<file path="src/rtl/core/wpm_pkg.sv">
`timescale 1ns / 1ps

package wpm_pkg;

    // Largest pattern the store can hold
    localparam int MAX_PATTERN_DEF = 64;

    // Pattern length counter width, wide enough to hold the full depth
    localparam int LEN_W = 7;

    localparam int SYM_W = 8;

    // Wildcard bytes
    localparam logic [SYM_W-1:0] STAR_BYTE = 8'h2A;
    localparam logic [SYM_W-1:0] ANY_BYTE  = 8'h3F;

    typedef enum logic [1:0] {
        CMD_CLEAR  = 2'd0,
        CMD_APPEND = 2'd1,
        CMD_START  = 2'd2,
        CMD_TEXT   = 2'd3
    } t_cmd;

    // Broadcast from the top level to every cell
    typedef struct packed {
        logic             step;   // a transaction is accepted this cycle
        t_cmd             cmd;
        logic [SYM_W-1:0] symbol;
        logic [LEN_W-1:0] len;    // current pattern length
        logic [LEN_W-1:0] n_len;  // pattern length after this transaction
        logic             full;   // append would be dropped
    } t_ctrl;

    // Handed from one cell to its right-hand neighbor
    typedef struct packed {
        logic left_new;     // new row bit of the left cell
        logic up_old;       // old row bit of the left cell (diagonal)
        logic star_prefix;  // left cell and all before it are '*'
    } t_link;

endpackage

</file>
<file path="src/rtl/core/wpm_in_if.sv">
`timescale 1ns / 1ps

interface wpm_in_if;
    logic       valid;
    logic       ready;
    logic [1:0] command;
    logic [7:0] symbol;

    modport source (output valid, output command, output symbol, input ready);
    modport sink   (input valid, input command, input symbol, output ready);
endinterface

</file>
<file path="src/rtl/core/wpm_out_if.sv">
`timescale 1ns / 1ps

interface wpm_out_if;
    logic valid;
    logic ready;
    logic matched;
    logic pattern_overflow;

    modport source (output valid, output matched, output pattern_overflow, input ready);
    modport sink   (input valid, input matched, input pattern_overflow, output ready);
endinterface

</file>
<file path="src/rtl/core/wpm_cell.sv">
`timescale 1ns / 1ps

module wpm_cell #(
    parameter int IDX = 0
) (
    input  logic          i_clk,
    input  logic          i_rst_n,
    input  wpm_pkg::t_ctrl i_ctrl,
    input  wpm_pkg::t_link i_link,
    output wpm_pkg::t_link o_link,
    output logic          o_hit
);
    import wpm_pkg::*;

    logic [SYM_W-1:0] r_byte, n_byte;
    logic             r_star, n_star;
    logic             r_row, n_row;
    logic             active;
    logic             wr;
    logic             cell_val;

    // Position inside the stored pattern, and the append slot
    assign active = LEN_W'(IDX) < i_ctrl.len;
    assign wr     = (i_ctrl.cmd == CMD_APPEND) && !i_ctrl.full
                    && (i_ctrl.len == LEN_W'(IDX));

    // One table entry: '*' takes left (ripple) or above, '?' and equal bytes take diagonal
    always_comb begin
        if (!active) begin
            cell_val = 1'b0;
        end else if (r_byte == STAR_BYTE) begin
            cell_val = i_link.left_new | r_row;
        end else if ((r_byte == ANY_BYTE) || (r_byte == i_ctrl.symbol)) begin
            cell_val = i_link.up_old;
        end else begin
            cell_val = 1'b0;
        end
    end

    // Next state per command
    always_comb begin
        n_byte = wr ? i_ctrl.symbol : r_byte;
        if (i_ctrl.cmd == CMD_CLEAR) begin
            n_star = 1'b0;
        end else if (wr) begin
            n_star = i_link.star_prefix && (i_ctrl.symbol == STAR_BYTE);
        end else begin
            n_star = r_star;
        end
        unique case (i_ctrl.cmd)
            CMD_CLEAR:  n_row = 1'b0;
            CMD_APPEND: n_row = n_star;
            CMD_START:  n_row = n_star;
            CMD_TEXT:   n_row = cell_val;
            default:    n_row = 1'b0;
        endcase
    end

    // Pattern byte needs no reset
    always_ff @(posedge i_clk) begin
        if (i_ctrl.step) begin
            r_byte <= n_byte;
        end
    end

    always_ff @(posedge i_clk) begin
        if (!i_rst_n) begin
            r_star <= 1'b0;
            r_row  <= 1'b0;
        end else if (i_ctrl.step) begin
            r_star <= n_star;
            r_row  <= n_row;
        end
    end

    assign o_link.left_new    = cell_val;
    assign o_link.up_old      = r_row;
    assign o_link.star_prefix = r_star;

    // This cell is the last pattern position after the transaction
    assign o_hit = n_row && (i_ctrl.n_len == LEN_W'(IDX + 1));

endmodule

</file>
<file path="src/rtl/core/wildcard_pattern_matcher.sv">
`timescale 1ns / 1ps

// Streaming whole-string wildcard matcher ('?' any byte, '*' any run).
// Input channel i_in carries command and symbol: clear pattern, append a
// pattern byte, start a new text, or one text byte. Output channel o_out
// returns one transaction per input: matched (text so far matches the whole
// pattern) and pattern_overflow (an append was dropped, store full).
// Each pattern position is one cell in a chain; a cell keeps its pattern
// byte, its star-prefix bit and its bit of the current match row, and passes
// its row bits to the right-hand neighbor, where '*' cells ripple along.
// The result is registered and offered in the cycle after acceptance.
// Throughput: 1 transaction per cycle unless stalled; the combinational ripple
// through the cell chain (up to MAX_PATTERN cells) sets the cycle time.
// Input ready is high while the output register is empty or being taken; a
// stalled receiver holds the result and stops input acceptance.
// Reset: empty pattern, empty text, no result pending; input is ready as
// soon as reset is released.
module wildcard_pattern_matcher #(
    parameter int MAX_PATTERN = wpm_pkg::MAX_PATTERN_DEF
) (
    input  logic      i_clk,
    input  logic      i_rst_n,
    wpm_in_if.sink    i_in,
    wpm_out_if.source o_out
);
    import wpm_pkg::*;

    logic [LEN_W-1:0]     r_len, n_len;
    logic                 r_empty, n_empty;
    logic                 r_valid;
    logic                 r_matched, n_matched;
    logic                 r_overflow, n_overflow;
    logic                 step;
    logic                 full;
    t_cmd                 cmd;
    t_ctrl                ctrl;
    t_link                head;
    t_link                link_out [MAX_PATTERN];
    logic [MAX_PATTERN-1:0] hits;

    assign i_in.ready = !r_valid || o_out.ready;
    assign step       = i_in.valid && i_in.ready;
    assign cmd        = t_cmd'(i_in.command);
    assign full       = r_len >= LEN_W'(MAX_PATTERN);

    // Length, empty-text flag, overflow and match updates
    always_comb begin
        unique case (cmd)
            CMD_CLEAR:  n_len = '0;
            CMD_APPEND: n_len = full ? r_len : r_len + LEN_W'(1);
            CMD_START:  n_len = r_len;
            CMD_TEXT:   n_len = r_len;
            default:    n_len = r_len;
        endcase
        n_empty    = (cmd != CMD_TEXT);
        n_overflow = (cmd == CMD_APPEND) && full;
        n_matched  = (n_len == '0) ? n_empty : |hits;
    end

    assign ctrl.step   = step;
    assign ctrl.cmd    = cmd;
    assign ctrl.symbol = i_in.symbol;
    assign ctrl.len    = r_len;
    assign ctrl.n_len  = n_len;
    assign ctrl.full   = full;

    // Left edge of the chain: empty pattern prefix column
    assign head.left_new    = 1'b0;
    assign head.up_old      = r_empty;
    assign head.star_prefix = 1'b1;

    // Cell chain
    genvar g;
    generate
        for (g = 0; g < MAX_PATTERN; g++) begin : g_cell
            wpm_cell #(
                .IDX (g)
            ) u_cell (
                .i_clk   (i_clk),
                .i_rst_n (i_rst_n),
                .i_ctrl  (ctrl),
                .i_link  ((g == 0) ? head : link_out[(g == 0) ? 0 : g - 1]),
                .o_link  (link_out[g]),
                .o_hit   (hits[g])
            );
        end
    endgenerate

    // Control state
    always_ff @(posedge i_clk) begin
        if (!i_rst_n) begin
            r_len   <= '0;
            r_empty <= 1'b1;
            r_valid <= 1'b0;
        end else begin
            if (step) begin
                r_len   <= n_len;
                r_empty <= n_empty;
            end
            if (step) begin
                r_valid <= 1'b1;
            end else if (o_out.ready) begin
                r_valid <= 1'b0;
            end
        end
    end

    // Output payload register
    always_ff @(posedge i_clk) begin
        if (step) begin
            r_matched  <= n_matched;
            r_overflow <= n_overflow;
        end
    end

    assign o_out.valid            = r_valid;
    assign o_out.matched          = r_matched;
    assign o_out.pattern_overflow = r_overflow;

endmodule

</file>
<file path="src/flat_wrapper.sv">
// flat-port wrapper written by rule: the top's interface ports become plain ports
module wildcard_pattern_matcher_flat import wpm_pkg::*;
#(
    parameter int MAX_PATTERN = wpm_pkg::MAX_PATTERN_DEF
)
  (i_clk, i_rst_n, i_in_valid, i_in_command, i_in_symbol, i_in_ready, o_out_valid, o_out_matched, o_out_pattern_overflow, o_out_ready);
  wpm_in_if i_in_i ();
  wpm_out_if o_out_i ();
  input  logic i_clk;
  input  logic i_rst_n;
  input wire logic [$bits(i_in_i.valid)-1:0] i_in_valid;
  input wire logic [$bits(i_in_i.command)-1:0] i_in_command;
  input wire logic [$bits(i_in_i.symbol)-1:0] i_in_symbol;
  output wire logic [$bits(i_in_i.ready)-1:0] i_in_ready;
  output wire logic [$bits(o_out_i.valid)-1:0] o_out_valid;
  output wire logic [$bits(o_out_i.matched)-1:0] o_out_matched;
  output wire logic [$bits(o_out_i.pattern_overflow)-1:0] o_out_pattern_overflow;
  input wire logic [$bits(o_out_i.ready)-1:0] o_out_ready;
  assign i_in_i.valid = i_in_valid;
  assign i_in_i.command = i_in_command;
  assign i_in_i.symbol = i_in_symbol;
  assign i_in_ready = i_in_i.ready;
  assign o_out_valid = o_out_i.valid;
  assign o_out_matched = o_out_i.matched;
  assign o_out_pattern_overflow = o_out_i.pattern_overflow;
  assign o_out_i.ready = o_out_ready;
  wildcard_pattern_matcher #(.MAX_PATTERN(MAX_PATTERN)) u_core (.i_clk(i_clk), .i_rst_n(i_rst_n), .i_in(i_in_i), .o_out(o_out_i));
endmodule
</file>
<file path="config.mk">
export PLATFORM = sky130hd
export DESIGN_NAME = wildcard_pattern_matcher_flat
export DESIGN_NICKNAME = d
export VERILOG_FILES = /design/src/rtl/core/wpm_pkg.sv /design/src/rtl/core/wpm_in_if.sv /design/src/rtl/core/wpm_out_if.sv /design/src/rtl/core/wpm_cell.sv /design/src/rtl/core/wildcard_pattern_matcher.sv /design/src/flat_wrapper.sv
export SDC_FILE = /design/constraint.sdc
export NUM_CORES = 1
export LEC_CHECK = 0
export BUFFER_PORTS_ARGS = -buffer_cell sky130_fd_sc_hd__buf_2
export CORE_UTILIZATION = 65
export CTS_BUF_LIST = sky130_fd_sc_hd__clkbuf_4
export CTS_CLUSTER_DIAMETER = 40
export DETAILED_ROUTE_END_ITERATION = 8
export HOLD_SLACK_MARGIN = 0.08
export PLACE_DENSITY_LB_ADDON = 0.05
export REMOVE_ABC_BUFFERS = 1
export SLEW_MARGIN = 40
export SYNTH_ARGS = -nofsm -noshare
export SYNTH_HDL_FRONTEND = slang
export SYNTH_HIERARCHICAL = 1
export SYNTH_SLANG_ARGS = --single-unit
</file>
<file path="constraint.sdc">
create_clock -name i_clk -period 69.1 [get_ports i_clk]
set_clock_uncertainty 0.1 [all_clocks]
set_input_delay 10.365 -clock i_clk [delete_from_list [all_inputs] [get_ports i_clk]]
set_output_delay 10.365 -clock i_clk [all_outputs]
set_load 0.02 [all_outputs]
</file>
==> summary.md <==
| Metric | Value |
|---|---|
| Dpl ws | 24100 ps |
| Max-slew headroom | 43.3% |
| Max Root-Sink Buffers | 3 |
| Layout filler cell count | 5190 |
| Clock Power Share | 41.8% |
| CP Launch Type | input port |
| Worst EP arrival | 45390 ps |
| Cell area power density | 18.7 nW/µm² |
| First-pass GRT wire length | 197 mm |
| Share of cells above drive strength 1 | 16.6% |
| CTS Hold Bufs | 0 |
| Ports | 18 |
| VDD IR max | 18.7 µV |
| Fin. max-slew vios | 0 |
| RSZ-0062 raised after global routing | no |
| Leak | 16.4 nW |
| CTS buffer count | 179 |
| Die Span Y | 266 µm |
| Area delta synth->final | 7.31% |
| Detailed-route wire length per cell | 23.2 µm |
| Worst Path Required | 69890 ps |
| CP max-delay cell | or4_1 |
| Sequential Area | 18200 µm² |
| GR Overflow Total | 0 |
| Antenna viol nets, final | 0 |
| Initial Util | 65.9% |
| Design Area, Final | 48600 µm² |
| Cts repair resizes | 0 |
| Max-cap violations | 0 |
| # rows | 96 |
| Hold Path Class | reg2reg |
| Yosys Warn Count | 6 |
| Max Freq | 0.0224 GHz |
| Area of the multi-input gates | 24800 µm² |
| Slew @ Worst Pin | 850 ps |
| CTS tree | yes |
| Via Count | 35900 |
| Pint | 0.663 mW |
| CP Max Fanout | 23 |
| Finish-stage setup viols | 0 |
| Reg power frac | 47.0% |
| Min Tclk post-route | 44600 ps |
| Final worst path period share | 64.5% |
| Crit end category | flop |
| H-Tree Depth | 4 |
| Slowest stage delay, CP | 450 ps |
| Placed Area | 46100 µm² |
| Clock tree root buffer cell | clkbuf_4 |
| Initial antenna violation count | 3 |
| Largest net degree at the start of global routing | 197 |
| Net Sw Frac | 27.1% |
| Clock Latency Late Sink | 1050 ps |
| GRT Overall Usage | 35.7% |
| Final net count | 4552 |
| Via density | 6.61 |
| Worst-path clk slew | 60 ps |
| Port Buf Inserts | 17 |
| Die Wd | 266 µm |
| Remaining DRCs | 0 |
| Sum of negative setup slack | 0 ps |
| Logic pwr share | 11.2% |
| Num Clock Sinks | 651 |
| P_sw | 0.246 mW |
| Crit Path Class | in2reg |
| Post-CTS Repair Setup Buffers | 0 |
| Avg Cell Area, Syn | 10.7 µm² |
| Post-DP HPWL | 77.3 mm |
| CP most frequent cell | o2111ai_1 |
| Synth Instances | 4244 |
| Buf+Inv Stages, Crit Path | 5 |
| Final WL | 126 mm |
| Final hold violation count | 0 |
| Via count of the first global-routing pass | 35200 |
| Placeable core area | 68700 µm² |
| Pre-antenna DRT Iters | 6 |
| Worst Slack Setup Final | 24500 ps |
| Routability Congestion | 0.912 |
| Outcome | finished, final reports clean |
| Synth Cell Area | 45300 µm² |
| DRT iter0 DRCs | 3439 |
| Die ar. | 70700 µm² |
| CP delay by family, top | compound AO/OA/AOI/OAI gates |
==> registers in the layout, indices dropped and copies added (netlist names) <==
name                           flops
u_core/g_cell.u_cell/r_row        64
u_core/o_out.valid                 1
u_core/g_cell.u_cell/r_star       64
u_core/r_empty                     1
u_core/o_out.matched               1
u_core/o_out.pattern_overflow      1
u_core/g_cell.u_cell/r_byte      512
u_core/r_len                       7
==> cells in the final DEF, fill, tap and decap left out, types with 33 or more instances in the layout <==
cell type,instances
edfxtp_1,514
xnor2_1,429
clkbuf_4,248
inv_1,247
nand4_1,196
ha_1,194
nor2_1,164
o21ai_0,135
nand2_1,134
dfxtp_1,130
nand3_1,120
a21oi_1,109
nor2b_1,93
buf_4,89
nor3_1,88
xor2_1,85
and2_1,81
and3_1,77
nand3b_1,74
nand4b_1,72
nor4b_1,72
nor4_1,69
a31oi_1,63
o211ai_1,62
o2111ai_1,44
clkinv_1,43
and3b_1,36
and2_2,33
==> power groups by stage <==
| stage | combinational [mW] | sequential (mW) | clock (mW) |
|---|---|---|---|
| 2_1_floorplan | 0.0516 | 0.438 | 0 |
| 3_3_place_gp | 0.0980 | 0.435 | 0 |
| 3_5_place_dp | 0.0995 | 0.435 | 0 |
| 4_1_cts | 0.100 | 0.427 | 0.386 |
| 5_1_grt | 0.109 | 0.427 | 0.407 |
| 6_report | 0.102 | 0.427 | 0.380 |
==> metal layers <==
| layer | global-route usage [%] | wire (µm) |
|---|---|---|
| met5 | 0 | 0 |
| met4 | 14.2 | 4320 |
| met3 | 7.82 | 12200 |
| met2 | 55.1 | 56000 |
| met1 | 48.8 | 53500 |
==> stage by stage <==
step	total power, mW	cells	utilization, %	hold slack (ps)
floorplan	0.489	4052	-	335
global placement	0.533	5094	67.0	355
detailed placement	0.535	5094	67.0	360
CTS	0.913	5428	70.7	368
global route	0.942	5431	70.7	397
finish	0.909	5433	70.7	366
==> worst paths after layout <==
| kind | start | endpoint | slack [ps] | depth (start not counted) |
|---|---|---|---|---|
| hold / removal | u_core/g_cell[11].u_cell/r_star | u_core/g_cell[11].u_cell/r_star | 370 | 2 |
| setup reg to reg | u_core/r_len[5] | u_core/o_out.matched | 33270 | 216 |
| setup / recovery | i_in_symbol[4] | u_core/o_out.matched | 24500 | 217 |
| hold reg to reg | u_core/g_cell[11].u_cell/r_star | u_core/g_cell[11].u_cell/r_star | 370 | 2 |
==> layout make-up <==
class                      instances  area share (%)
antenna                            5          0.0258
clock buffer                     248            3.83
clock inverter                    86            1.32
inverter                         249            1.94
multi-input combinational       3152            51.0
sequential                       651            37.5
tap                              931            2.40
timing repair buffer             111            1.97
==> worst register-to-register path, delay by kind of cell (launching register included) <==
family	cells	cell delay, ps
flops	1	650
mux	2	310
simple gates	98	14630
buf+inv	4	370
compound gates	112	19680
Power figures use the tool's default switching activity.
